`config.mk`:
```
export PLATFORM = sky130hd
export DESIGN_NAME = gtr_pixel_scan
export DESIGN_NICKNAME = d
export VERILOG_FILES = /design/src/design/gtr_pkg.sv /design/src/design/gtr_pixel_scan.sv
export VERILOG_INCLUDE_DIRS = /design/src /design/src/design
export SDC_FILE = /design/constraint.sdc
export NUM_CORES = 1
export LEC_CHECK = 0
export BUFFER_PORTS_ARGS = -buffer_cell sky130_fd_sc_hd__buf_2
export CAP_MARGIN = 30
export CORE_MARGIN = 4
export CORE_UTILIZATION = 52
export CTS_BUF_LIST = sky130_fd_sc_hd__clkbuf_16
export DETAILED_ROUTE_END_ITERATION = 16
export PLACE_DENSITY = 0.74
export SLEW_MARGIN = 20
export SYNTH_ARGS = -nofsm -noshare
export SYNTH_HDL_FRONTEND = slang
export SYNTH_SLANG_ARGS = --single-unit
```
`constraint.sdc`:
```
create_clock -name clk -period 3.8 [get_ports clk]
set_clock_uncertainty 0.05 [all_clocks]
set_input_delay 0.38 -clock clk [delete_from_list [all_inputs] [get_ports clk]]
set_output_delay 0.38 -clock clk [all_outputs]
set_load 0.01 [all_outputs]
```
`src/design/glyph_text_renderer_macros.svh`:
```
// assertion macros for the glyph text renderer
// expects clk and rst_n in the scope where a macro is used
`ifndef GLYPH_TEXT_RENDERER_MACROS_SVH
`define GLYPH_TEXT_RENDERER_MACROS_SVH
`ifndef NO_ASSERTIONS
`define GTR_ASSERT_SAME(lbl, ante, cons, msg) \
  lbl: assert property (@(posedge clk) disable iff (!rst_n) (ante) |-> (cons)) \
    else $error(msg);
`define GTR_ASSERT_NEXT(lbl, ante, cons, msg) \
  lbl: assert property (@(posedge clk) disable iff (!rst_n) (ante) |=> (cons)) \
    else $error(msg);
`else
`define GTR_ASSERT_SAME(lbl, ante, cons, msg)
`define GTR_ASSERT_NEXT(lbl, ante, cons, msg)
`endif
`endif

```
`src/design/gtr_pkg.sv`:
```
// shared types and constants of the glyph text renderer
// no dependencies
package gtr_pkg;

  localparam int GlyphDim = 8;
  localparam logic [6:0] NewlineCode = 7'd10;

  localparam logic [31:0] FrameBaseReset = 32'h0000_0000;
  localparam logic [15:0] LinePitchReset = 16'd4096;
  localparam logic [31:0] TextColorReset = 32'h00FF_FFFF;

  localparam logic [1:0] CfgFrameBase = 2'd0;
  localparam logic [1:0] CfgLinePitch = 2'd1;
  localparam logic [1:0] CfgTextColor = 2'd2;

  // commands from the sequencer to the pixel scanner
  typedef struct packed {
    logic       start;
    logic       row_vld;
    logic [7:0] row_bits;
  } gtr_scan_cmd_t;

endpackage

```
`src/design/gtr_pixel_scan.sv`:
```
// pixel scanner: 64-bit glyph shift register (one bit per cycle unless
// stalled), pixel addresses and the output word register; uses gtr_pkg
`include "glyph_text_renderer_macros.svh"
module gtr_pixel_scan #(
  parameter int COORD_BITS = 16
) (
  input  logic                  clk,
  input  logic                  rst_n,
  input  gtr_pkg::gtr_scan_cmd_t cmd,
  input  logic [31:0]           row_base,
  input  logic [31:0]           frame_base,
  input  logic [15:0]           line_pitch,
  input  logic [31:0]           text_color,
  input  logic [COORD_BITS-1:0] start_col,
  input  logic [COORD_BITS-1:0] start_row,
  input  logic                  out_stall,
  output logic                  out_valid,
  output logic [31:0]           out_pixel_address,
  output logic [31:0]           out_pixel_value,
  output logic                  out_last_pixel,
  output logic                  done
);

  import gtr_pkg::*;

  logic                  active_r, active_nxt;
  logic                  out_valid_r, out_valid_nxt;
  logic [63:0]           glyph_r, glyph_nxt;
  logic [2:0]            col_r, col_nxt;
  logic [COORD_BITS-1:0] px_r, px_nxt;
  logic [COORD_BITS-1:0] py_r, py_nxt;
  logic [COORD_BITS-1:0] col0_r, col0_nxt;
  logic [31:0]           row_base_r, row_base_nxt;
  logic [31:0]           base_r, base_nxt;
  logic [15:0]           pitch_r, pitch_nxt;
  logic [31:0]           color_r, color_nxt;
  logic [31:0]           addr_r, addr_nxt;
  logic [31:0]           value_r, value_nxt;
  logic                  last_r, last_nxt;
  logic                  slot_free;
  logic                  step;
  logic                  rest_clear;

  assign slot_free  = !out_valid_r || !out_stall;
  assign step       = active_r && slot_free;
  assign rest_clear = (glyph_r[62:0] == 63'd0);

  always_comb begin
    active_nxt    = active_r;
    out_valid_nxt = out_valid_r;
    glyph_nxt     = glyph_r;
    col_nxt       = col_r;
    px_nxt        = px_r;
    py_nxt        = py_r;
    col0_nxt      = col0_r;
    row_base_nxt  = row_base_r;
    base_nxt      = base_r;
    pitch_nxt     = pitch_r;
    color_nxt     = color_r;
    addr_nxt      = addr_r;
    value_nxt     = value_r;
    last_nxt      = last_r;

    if (slot_free) begin
      out_valid_nxt = active_r && glyph_r[63];
    end

    if (cmd.row_vld) begin
      glyph_nxt = {glyph_r[55:0], cmd.row_bits};
    end

    if (cmd.start) begin
      active_nxt   = 1'b1;
      col_nxt      = 3'd0;
      px_nxt       = start_col;
      py_nxt       = start_row;
      col0_nxt     = start_col;
      row_base_nxt = row_base;
      base_nxt     = frame_base;
      pitch_nxt    = line_pitch;
      color_nxt    = text_color;
    end else if (step) begin
      glyph_nxt = {glyph_r[62:0], 1'b0};
      if (glyph_r[63]) begin
        addr_nxt  = row_base_r + 32'({px_r, 2'b00});
        value_nxt = color_r;
        last_nxt  = rest_clear;
      end
      col_nxt = col_r + 3'd1;
      px_nxt  = px_r + 1'b1;
      if (col_r == 3'(GlyphDim - 1)) begin
        px_nxt = col0_r;
        py_nxt = py_r + 1'b1;
        // row coordinate wraps to zero, so the row offset does too
        row_base_nxt = (py_r == '1) ? base_r : row_base_r + 32'(pitch_r);
      end
      // no set bits left: the character is finished
      if (rest_clear) begin
        active_nxt = 1'b0;
      end
    end
  end

  always_ff @(posedge clk) begin
    if (!rst_n) begin
      active_r    <= 1'b0;
      out_valid_r <= 1'b0;
    end else begin
      active_r    <= active_nxt;
      out_valid_r <= out_valid_nxt;
    end
  end

  always_ff @(posedge clk) begin
    glyph_r    <= glyph_nxt;
    col_r      <= col_nxt;
    px_r       <= px_nxt;
    py_r       <= py_nxt;
    col0_r     <= col0_nxt;
    row_base_r <= row_base_nxt;
    base_r     <= base_nxt;
    pitch_r    <= pitch_nxt;
    color_r    <= color_nxt;
    addr_r     <= addr_nxt;
    value_r    <= value_nxt;
    last_r     <= last_nxt;
  end

  assign done              = step && rest_clear;
  assign out_valid         = out_valid_r;
  assign out_pixel_address = addr_r;
  assign out_pixel_value   = value_r;
  assign out_last_pixel    = last_r;

  `GTR_ASSERT_NEXT(a_last_ends_scan, step && glyph_r[63] && rest_clear, !active_r, "scan overran")
  `GTR_ASSERT_SAME(a_no_start_busy, cmd.start, !active_r, "scan started while busy")
  `GTR_ASSERT_SAME(a_no_fill_busy, cmd.row_vld, !active_r, "glyph row loaded during scan")

endmodule
```
==> results.md <==
* RSZ-0062 raised after global routing: false
* Combinational cell fraction of total power at 0.180
* Seq cells post-synth at around 290
* Die area at between 0.02 and 0.03 mm²
* Max Cap Violations at 0
* Clock slew at reported path FFs at ~0.060 ns
* Largest net degree at the start of global routing at between 100 and 150
* Cts repair resizes at 0
* Fin crit period at just under 3 ns
* CP Capture Type: flop
* Final Max Slew Viols at 0
* Area share of the largest cell type after synthesis at 0.498
* Clk sinks at around 290
* Die height at between 150 and 200 µm
* Die Wd at around 170 µm
* DRT Pass-1 Iters at 5
* Crit path DAT at about 3.2 ns
* Total gr overflow at 0
* Final period utilization at 0.763
* Core ar. at approximately 0.025 mm²
* H-tree depth at 1
* Met3 usage at 0.0366
* Worst-Margin Slew at approximately 0.94 ns
* Seq/Total Area, Yosys at 0.600
* Worst R2R Setup Slack at ~0.9 ns
* Starting Density at 0.534
* IO Port Bufs at approximately 220
* GR peak layer: met2
* Post-synth EDFFs at 225
* Startpoint types: flop
* Met1 Use GR at 0.300
* Worst Hold Path Cells at 3
* Synth warn at 0
* Max FO, Critical Path at 4
* RR Endpoint: row_base_r[18]$_DFFE_PP_
* Min-delay src: cmd[4]
* Flop pwr share at 0.471
* Placer Congestion at roughly 0.91
* Antenna Violating Nets Remaining at 0
* Setup TNS at 0 ns
* CTS tree: yes
* Initial antenna violation count at 4
* Via count at 10019
* Number of global-route vias before repair at 9782
* Syn Area/Cell at roughly 12 µm²
* Hold WS at 0.0331 ns
* Reg-to-Reg Start: row_base_r[0]$_DFFE_PP_
* Top-level I/O count at 224
* Highest clock rate at about 350 MHz
* Max_slew headroom at 0.373
* Number of post-CTS setup repair buffers at 0
* Synth area leader: edfxtp_1
* First-pass GRT wire length at 52.0 mm
* WHS Endpoint: glyph_r[4]$_DFF_P_
* Syn_nets at ~1400
* # hold bufs at CTS at slightly below 100
* Skew-Pair Late Insertion Delay at 0.57 ns
* Routed vias/inst at about 5.5
* Layout area overhead at 26.1%
* Peak supply drop at around 460 µV
* Cell Int Power at about 6700 µW
* Gate Count Post-Synth at 1157
* Met2 GRT Util at 0.381
* Num rows at between 50 and 60
* CP Class: flop to flop
* Outcome: completed
* Leakage power at 0.00673 µW
* Wire per inst at around 18 µm
* Path depth of the worst reg2reg path at 9
* Clock tree buffer depth at 3
* Post-synthesis cell type count at 63
* Switching Share at 0.274
* Clock share of power at 0.349
* Share of cells above drive strength 1 at 0.210
* Layout Nets at about 1700
* Num CTS Buffers at 31
* Setup Viol. Count Final at 0
* Data required time of the critical path at slightly above 4 ns
* Final wirelength at ~33 mm
* Tot GR Track Use at 0.225
* Final hold vios at 0
* # DRC at 0
* Most common cell in the synthesized netlist: edfxtp_1
* Root Driver: clkbuf_16
* Synth top cells by count: 225 x edfxtp_1, 163 x nand2_1, 121 x o21ai_0
* PwrDens at ~540 mW/mm²
* Mapped cell area at roughly 0.014 mm²
* Async SR Flop Fraction at 0
* NetSw at approximately 2500 µW
* Most area-consuming cells after synthesis: edfxtp_1 50%, dfxtp_1 10%, mux2i_1 5.0%
* Worst Hold Class: input port to flop
* DP HPWL at around 23 mm
* Top_reg_cell synth: edfxtp_1
* Iteration-0 DRC Markers at 893
==> registers in the layout, summed over array words and instances, names as in the netlist, 3 cells and up <==
signal             cells
col0_r                16
base_r                32
col_r                  3
out_pixel_value       32
color_r               32
pitch_r               16
row_base_r            32
glyph_r               64
py_r                  16
px_r                  16
out_pixel_address     32
==> final cells by class <==
cell class                      instances  area [µm²]
Timing Repair Buffer                  331        2230
Multi-Input combinational cell        797        5160
Tap cell                              330         413
Inverter                               13        48.8
Clock inverter                         27         318
Clock buffer                           31         776
Sequential cell                       294        8140
Fill cell                            1928        8300
Antenna cell                            2        5.00
==> metal layers <==
metal | routed length (µm) | part of all wire | vias up
met4 | 1040 | 0.031 | 4
met1 | 13600 | 0.41 | 4726
met5 | 27 | 0.00081 | -
li1 | - | - | 4888
met3 | 2000 | 0.060 | 77
met2 | 16700 | 0.50 | 324
==> power groups by stage <==
stage / Clock (µW) / Sequential (µW) / Combinational, µW
2_1_floorplan: 0 / 4280 / 1160
3_3_place_gp: 0 / 4390 / 1500
3_5_place_dp: 0 / 4410 / 1560
4_1_cts: 3290 / 4340 / 1650
5_1_grt: 3430 / 4400 / 1860
6_report: 3220 / 4340 / 1660
==> kinds of logic after synthesis <==
group | Yosys count | synth area share
AOI/OAI and AO/OA | 257 | 0.117
xor gates and xnor gates | 81 | 0.0523
adders and majority gates | 38 | 0.0362
buffers and inverters | 66 | 0.0196
DFF | 294 | 0.600
muxes | 80 | 0.0602
and+or+nand+nor | 341 | 0.114
==> worst max-delay path, cell delays in order, from the launching register on <==
cell and delay [ns]:
edfxtp_1 0.38, ha_1 0.26, fa_1 0.42, a21oi_1 0.25
o221ai_1 0.21, a31o_2 0.31, a21boi_2 0.22, xor2_1 0.19
o21ai_1 0.07, mux2_2 0.28
==> worst max path at each step <==
stage                     slack [ns]                               to                     from
final                           0.90         row_base_r[18]$_DFFE_PP_  row_base_r[0]$_DFFE_PP_
after global routing            0.68  out_pixel_address[24]$_DFFE_PP_        px_r[0]$_DFFE_PP_
after global placement          0.96  out_pixel_address[24]$_DFFE_PP_        px_r[0]$_DFFE_PP_
after CTS                       0.90  out_pixel_address[24]$_DFFE_PP_        px_r[0]$_DFFE_PP_
after detailed placement        0.90  out_pixel_address[24]$_DFFE_PP_        px_r[0]$_DFFE_PP_
after floorplan                 0.48         out_last_pixel$_DFFE_PP_                out_stall
==> cells in the final DEF (no fill, tap or decap), types with 16 or more instances in the layout <==
master / n
mux2i_1: 68
nand2_1: 163
dlygate4sd3_1: 98
a21oi_1: 63
edfxtp_1: 225
nor4_1: 16
clkbuf_16: 31
xnor2_1: 45
dfxtp_1: 69
buf_2: 221
inv_1: 18
nand3_1: 27
ha_1: 36
o21ai_0: 121
nor2_1: 61
xor2_1: 36
==> metrics by stage <==
| step | std cells | cell area, µm² | total power (µW) | setup WS (ns) | util |
|---|---|---|---|---|---|
| after floorplan | 1157 | 13600 | 5440 | 0.476 | - |
| after global placement | 1665 | 15000 | 5890 | 0.963 | 0.589 |
| after detailed placement | 1666 | 15000 | 5970 | 0.901 | 0.590 |
| after CTS | 1822 | 17100 | 9280 | 0.897 | 0.672 |
| after global routing | 1825 | 17100 | 9690 | 0.681 | 0.673 |
| final | 1825 | 17100 | 9230 | 0.902 | 0.673 |
No activity file was read; power rests on OpenSTA's default activity.
