File: config.mk
export PLATFORM = sky130hd
export DESIGN_NAME = gtr_serial_mul
export DESIGN_NICKNAME = d
export VERILOG_FILES = /design/src/design/glyph_text_renderer_macros.svh /design/src/design/gtr_serial_mul.sv
export SDC_FILE = /design/constraint.sdc
export NUM_CORES = 1
export LEC_CHECK = 0
export BUFFER_PORTS_ARGS = -buffer_cell sky130_fd_sc_hd__clkbuf_2
export CORE_UTILIZATION = 55
export CTS_BUF_LIST = sky130_fd_sc_hd__clkbuf_8 sky130_fd_sc_hd__clkbuf_16
export DETAILED_ROUTE_END_ITERATION = 16
export PLACE_DENSITY_LB_ADDON = 0.1
export SYNTH_ARGS = -nofsm -noshare
export SYNTH_HDL_FRONTEND = slang
export SYNTH_SLANG_ARGS = --single-unit
File: constraint.sdc
create_clock -name clk -period 3.8 [get_ports clk]
set_input_delay 0.38 -clock clk [delete_from_list [all_inputs] [get_ports clk]]
set_output_delay 0.38 -clock clk [all_outputs]
set_load 0.05 [all_outputs]
File: src/design/glyph_text_renderer_macros.svh
// assertion macros for the glyph text renderer
// expects clk and rst_n in the scope where a macro is used
`ifndef GLYPH_TEXT_RENDERER_MACROS_SVH
`define GLYPH_TEXT_RENDERER_MACROS_SVH
`ifndef NO_ASSERTIONS
`define GTR_ASSERT_SAME(lbl, ante, cons, msg) \
  lbl: assert property (@(posedge clk) disable iff (!rst_n) (ante) |-> (cons)) \
    else $error(msg);
`define GTR_ASSERT_NEXT(lbl, ante, cons, msg) \
  lbl: assert property (@(posedge clk) disable iff (!rst_n) (ante) |=> (cons)) \
    else $error(msg);
`else
`define GTR_ASSERT_SAME(lbl, ante, cons, msg)
`define GTR_ASSERT_NEXT(lbl, ante, cons, msg)
`endif
`endif

File: src/design/gtr_serial_mul.sv
// bit-serial multiply-accumulate: acc = base + mplier * mcand
// one multiplier bit per step, lsb first; no dependencies
module gtr_serial_mul #(
  parameter int COORD_BITS = 16
) (
  input  logic                  clk,
  input  logic                  load,
  input  logic                  step,
  input  logic [31:0]           base,
  input  logic [15:0]           mcand,
  input  logic [COORD_BITS-1:0] mplier,
  output logic [31:0]           acc
);

  logic [31:0]           acc_r, acc_nxt;
  logic [31:0]           mcand_r, mcand_nxt;
  logic [COORD_BITS-1:0] mplier_r, mplier_nxt;

  always_comb begin
    acc_nxt    = acc_r;
    mcand_nxt  = mcand_r;
    mplier_nxt = mplier_r;
    if (load) begin
      acc_nxt    = base;
      mcand_nxt  = 32'(mcand);
      mplier_nxt = mplier;
    end else if (step) begin
      // once the multiplier bits run out the partial product is zero
      acc_nxt    = acc_r + (mplier_r[0] ? mcand_r : 32'd0);
      mcand_nxt  = {mcand_r[30:0], 1'b0};
      mplier_nxt = {1'b0, mplier_r[COORD_BITS-1:1]};
    end
  end

  always_ff @(posedge clk) begin
    acc_r    <= acc_nxt;
    mcand_r  <= mcand_nxt;
    mplier_r <= mplier_nxt;
  end

  assign acc = acc_r;

endmodule

==> reports/qor.yml, run 1 <==
status:
  run_status: "finished clean"
clock_tree:
  clk_latency_ns: 0.36
  cts_tree: "done"
  cts_buffer_depth: 2
  cts.sink_count: 80
  path_clk_slew_ns: 0.09
  htree_levels: 3
  post_cts_buffers: 0
  cts_resized: 0
  cts_buffers: 9
  cts_hold_buf: 0
  root_buffer: "clkbuf_8"
die:
  die-area_mm2: 0.009961
  core_mm2: 0.009240
  die_y_um: 99.81
  ios: 99
  rows: 35
  dieWidth_um: 99.81
  initial_core_util: 0.5694
hold_path:
  min_to: "acc[4]$_DFFE_PP_"
  holdPathStages: 3
  holdCritPathClass: "in2reg"
  min_from: "base[4]"
routing:
  vias: 4100
  wl_mm: 11.36
  first_pass_iters: 4
  drt_iter0_drc: 191
  drtAntennaViolNets: 0
  viasPerCell: 5.750
  drc: 0
  wl_per_cell_um: 15.93
critical_path:
  path_max_fanout: 14
  reg2reg_slack_ns: 0.50
  cp.arrival_ns: 3.46
  timing.rr.start: "mplier_r[0]$_DFFE_PP_"
  r2r_cells: 10
  startpoint_type: "flop"
  crit_path_end_kind: "flop"
  required_ns: 3.96
  r2r_end: "acc[18]$_DFFE_PP_"
  path_class: "reg2reg"
synthesis:
  yosys_warnings: 0
  synth_cells: 492
  synth_area_leader_cell: "edfxtp_1"
  synth_seq_cells: 80
  avgSynthCellArea_um2: 10.69
  seq_area_frac_synth: 0.4262
  async_flop_share: 0
  synth_edf_count: 64
  syn-cell-area_mm2: 0.005261
  ys_top_cells_by_area: "edfxtp_1 (37%), ha_1 (7.4%), mux2_2 (6.8%), dfxtp_1 (6.1%), and2_1 (4.4%)"
  synth_nets: 591
  synth.most_common_cell: "edfxtp_1"
  synth_top_area_frac: 0.3653
  yosys-top-cells-count: "edfxtp_1 (64), nand2_1 (43), and2_1 (37), mux2_2 (32), ha_1 (31)"
  ys_types: 67
  ys.flop_type: "edfxtp_1"
sta:
  min_period_ns: 3.305
  finalHoldWorstSlack_ns: 0.2965
  fin_crit_sh: 0.8696
  setup_violations: 0
  hold_viol_final: 0
  rsz0062_at_grt: "false"
  tightest_slew_ns: 0.8419
  fmax_mhz: 302.6
  maxSlewHeadroom: 0.4387
  skew_ns: 0.01053
  tns_ns: 0
  slew_viol_final: 0
layout:
  area_delta_synth_final_pct: 13.34
  fin_area_mm2: 0.005963
  antenna_cells: 0
  nNetsFinal: 678
  drive_above_1_share: 0.2945
global_routing:
  grt_use_total: 0.2392
  antenna_found_initial: 0
  grt_pass1_wl_mm: 18.98
  grt_overflow_total: 0
  grt_max_degree: 82
  grt_pass1_vias: 4060
placed_design:
  place.gp.congestion: 0.9048
  dp_hpwl_mm: 8.319
  placed_area_mm2: 0.005787
  portBuffers: 98
power:
  power_density_mw_per_mm2: 445.2
  p_leak_nw: 2.641
  peakVddDrop_v: 0.0002895
  totalPowerFinal_w: 0.002655
flow_run:
  drv_cap: 0
## routing by layer
metal / part of all wire / track usage / up-vias
li1: - / - / 2037
met1: 0.47 / 0.3276 / 1935
met2: 0.47 / 0.3926 / 114
met3: 0.049 / 0.03691 / 14
met4: 0.014 / 0.07240 / 0
met5: 0 / 0 / -
## layout by cell type (no fill, tap or decap), types with 17 or more instances in the layout
cell	netlist	routed
clkbuf_2	0	97
edfxtp_1	64	64
nand2_1	43	43
and2_1	37	37
mux2_2	32	32
ha_1	31	31
nor2_1	27	27
a21oi_1	19	19
mux2i_1	18	18
a21o_1	17	17
o21ai_0	17	17
## area by class of cell
type	instances	area [um2]
clock buffer	9	123.9
timing repair buffer	103	530.5
inverter	2	7.507
fill	770	3277
tap	129	161.4
sequential	80	2242
clock inverter	7	52.55
multi-input combinational	383	2845
## cell families after synthesis
family,after synthesis,share of synthesized area
muxes,50,0.1027
and+or+nand+nor,162,0.1634
AOI/OAI and AO/OA,121,0.1672
xor gates and xnor gates,18,0.02997
DFF,80,0.4262
adders and majority gates,32,0.07753
buffers and inverters,29,0.03306
## critical path: stages (launching register included)
cell      delay [ns]
edfxtp_1        0.57
and2_1          0.23
ha_1            0.23
fa_1            0.42
a21o_2          0.25
a221oi_2        0.35
or3_4           0.22
a21oi_2         0.06
or2_1           0.31
a311o_1         0.38
o311ai_1        0.09
## power breakdown
| part | internal, W | switching, W |
|---|---|---|
| Sequential | 0.00108 | 0.0000596 |
| Clock | 0.000243 | 0.000344 |
| Combinational | 0.000331 | 0.000601 |
| Total | 0.00165 | 0.00100 |
## flip-flops by register name, indices dropped and copies added, names as in the netlist
register and count:
acc 32, mplier_r 16, mcand_r 32
## how the worst max path moves through the flow
stage | startpoint | end | depth (start not counted)
6_report | mplier_r[0]$_DFFE_PP_ | acc[18]$_DFFE_PP_ | 10
5_1_grt | mplier_r[0]$_DFFE_PP_ | acc[24]$_DFFE_PP_ | 10
4_1_cts | mplier_r[0]$_DFFE_PP_ | acc[18]$_DFFE_PP_ | 10
3_5_place_dp | mplier_r[0]$_DFFE_PP_ | acc[18]$_DFFE_PP_ | 10
3_3_place_gp | mplier_r[0]$_DFFE_PP_ | acc[18]$_DFFE_PP_ | 10
2_1_floorplan | acc[0]$_DFFE_PP_ | acc[18]$_DFFE_PP_ | 10
## metrics by stage
stage	std cells	utilization	setup WS, ns
after floorplan	492	-	0.7919
after global placement	697	0.6263	0.7006
after detailed placement	697	0.6263	0.5493
after CTS	713	0.6454	0.5032
after global routing	713	0.6454	0.2667
final	713	0.6454	0.4954
No activity file was read; power rests on OpenSTA's default activity.
==> run 2: changes to the inputs <==
--- a/config.mk
+++ b/config.mk
@@ -9,6 +9,7 @@
 export CORE_UTILIZATION = 55
 export CTS_BUF_LIST = sky130_fd_sc_hd__clkbuf_8 sky130_fd_sc_hd__clkbuf_16
 export DETAILED_ROUTE_END_ITERATION = 16
+export MAX_ROUTING_LAYER = met4
 export PLACE_DENSITY_LB_ADDON = 0.1
 export SYNTH_ARGS = -nofsm -noshare
 export SYNTH_HDL_FRONTEND = slang
==> reports/qor.yml, run 2 (synthesis results as in run 1) <==
critical_path:
  max_stage_delay_ns: 0.57  # about the same
  path_class: "reg2reg"
  r2r_cells: 10  # unchanged
  startpoint: "mplier_r[0]$_DFFE_PP_"
  reg2reg_slack_ns: 0.60  # +0.11 ns
  r2r_end: "acc[20]$_DFFE_PP_"
  timing.rr.start: "mplier_r[0]$_DFFE_PP_"
  worstPathCellList: "and2_1, ha_1, fa_1, a21o_2, a221oi_2, or3_4, a21oi_2, or2_1, a2111o_1, o211ai_1"
  cp.arrival_ns: 3.41  # -0.05 ns
  startpoint_type: "flop"
  cp_slowest_cell: "edfxtp_1"
  path_max_fanout: 14  # unchanged
  crit_path_end_kind: "flop"
  required_ns: 4.01  # +0.05 ns
clock_tree:
  cts_hold_buf: 0  # unchanged
  path_clk_slew_ns: 0.10  # about the same
  htree_levels: 3  # unchanged
  cts_buffers: 9  # unchanged
  clk_latency_ns: 0.38  # +0.02 ns
  cts_resized: 0  # unchanged
  post_cts_buffers: 0  # unchanged
  root_buffer: "clkbuf_8"
  cts.sink_count: 80  # unchanged
  cts_tree: "done"
  cts_buffer_depth: 2  # unchanged
global_routing:
  grt_overflow_total: 0  # unchanged
  grt_use_total: 0.2486  # +0.009451
  grt_pass1_wl_mm: 18.90  # -0.40%
  antenna_found_initial: 0  # unchanged
  grt_pass1_vias: 4032  # -0.69%
  grt_max_degree: 79  # -3.7%
status:
  run_status: "finished clean"
routing:
  wl_mm: 11.44  # +0.73%
  vias: 4114  # +0.34%
  drt-met1-wl_mm: 5.235  # -1.1%
  drt_iter0_drc: 164  # -14%
  dr_wl_met2_mm: 5.374  # +0.45%
  first_pass_iters: 4  # unchanged
  wl_per_cell_um: 16.05  # +0.73%
  drtAntennaViolNets: 0  # unchanged
  drc: 0  # unchanged
  wl_met3_um: 705  # +26%
  highest_layer: "met4"
  viasPerCell: 5.770  # +0.34%
layout:
  nNetsFinal: 678  # unchanged
  antenna_cells: 0  # unchanged
  stdcell_count: 713  # unchanged
  finish.utilization: 0.6487  # +0.003385
  fill_cells: 798  # +3.6%
  mostFrequentLayoutCells: "clkbuf_2 (97), edfxtp_1 (64), nand2_1 (43), and2_1 (37), mux2_2 (32)"
  final_common_cell: "clkbuf_2"
  area_delta_synth_final_pct: 13.94
  drive_above_1_share: 0.2945  # unchanged
placed_design:
  place.gp.congestion: 0.9160  # +1.2%
  place_ws_ns: 0.6246  # +0.07532 ns
  portBuffers: 98  # unchanged
  dp_hpwl_mm: 8.231  # -1.1%
  dp_cells: 697  # unchanged
sta:
  fin_crit_sh: 0.8416  # -0.02805
  maxSlewHeadroom: 0.4893  # +0.05061
  tightest_slew_ns: 0.7660  # -0.07591 ns
  fmax_mhz: 312.7  # +3.3%
  slew_viol_final: 0  # unchanged
  skew_ns: 0.01101  # +0.0004860 ns
  tns_ns: 0  # unchanged
  rsz0062_at_grt: "false"
  finalHoldWorstSlack_ns: 0.2828  # -0.01364 ns
  hold_viol_final: 0  # unchanged
  setup_violations: 0  # unchanged
  fin_ws_ns: 0.6020  # +0.1066 ns
  min_period_ns: 3.198  # -0.1066 ns
die:
  ios: 99  # unchanged
  dieWidth_um: 99.81  # unchanged
  die_y_um: 99.81  # unchanged
  core_mm2: 0.009240  # unchanged
  die-area_mm2: 0.009961  # unchanged
  initial_core_util: 0.5694  # unchanged
  rows: 35  # unchanged
power:
  peakVddDrop_v: 0.0002476  # -14%
  p_leak_nw: 2.654  # +0.47%
  power_density_mw_per_mm2: 458.7  # +3.0%
flow_run:
  drv_cap: 0  # unchanged
hold_path:
  holdPathStages: 3  # unchanged
  holdCritPathClass: "in2reg"
  min_to: "acc[3]$_DFFE_PP_"
  min_from: "base[3]"
## run 2: cell count changes in the layout (fill, tap and decap cells not counted)
cell       previous run  this run
bufinv_16             0         1
clkinv_2              2         0
inv_8                 0         1
## run 2: area by class of cell
| class | count | area [um2] | area share |
|---|---|---|---|
| multi-input cells | 383 | 2845 | 0.4746 |
| flip-flops and latches | 80 | 2242 | 0.3740 |
| repair buffers | 103 | 530.5 | 0.08850 |
| well taps | 129 | 161.4 | 0.02693 |
| clock buffers | 9 | 123.9 | 0.02066 |
| clock inverters | 7 | 83.83 | 0.01398 |
| inverters | 2 | 7.507 | 0.001252 |
## run 2: report_power, final
group          total [W]  switching (W)  leakage, nW  internal, W
clock           0.000687       0.000370        0.103     0.000316
sequential       0.00114      0.0000598        0.786      0.00108
combinational   0.000928       0.000597         1.76     0.000331
## run 2: stage by stage
stage	power [W]	instance area (um2)
floorplan	0.001879	5261
global placement	0.002063	5787
detailed placement	0.002079	5787
CTS	0.002764	5995
global route	0.002885	5995
finish	0.002749	5995
## run 2: worst max path at each step
stage                     depth (start not counted)           endpoint  slack, ns
after floorplan                                  10  acc[18]$_DFFE_PP_       0.79
after global placement                           10  acc[18]$_DFFE_PP_       0.71
after detailed placement                         10  acc[18]$_DFFE_PP_       0.62
after CTS                                        10  acc[18]$_DFFE_PP_       0.59
after global routing                             10  acc[24]$_DFFE_PP_       0.35
final                                            10  acc[20]$_DFFE_PP_       0.60
## run 2: layer usage
layer,track usage,up-vias
met5,-,-
met4,0.07014,0
met3,0.04875,11
met2,0.3942,136
met1,0.3261,1940
li1,-,2027
## run 2: worst max-delay path, delay by kind of cell, from the launching register on
family / cells / cell delay [ns]
AOI/OAI and AO/OA: 5 / 1.11
and+or+nand+nor: 3 / 0.72
adders and majority gates: 2 / 0.63
DFF: 1 / 0.57
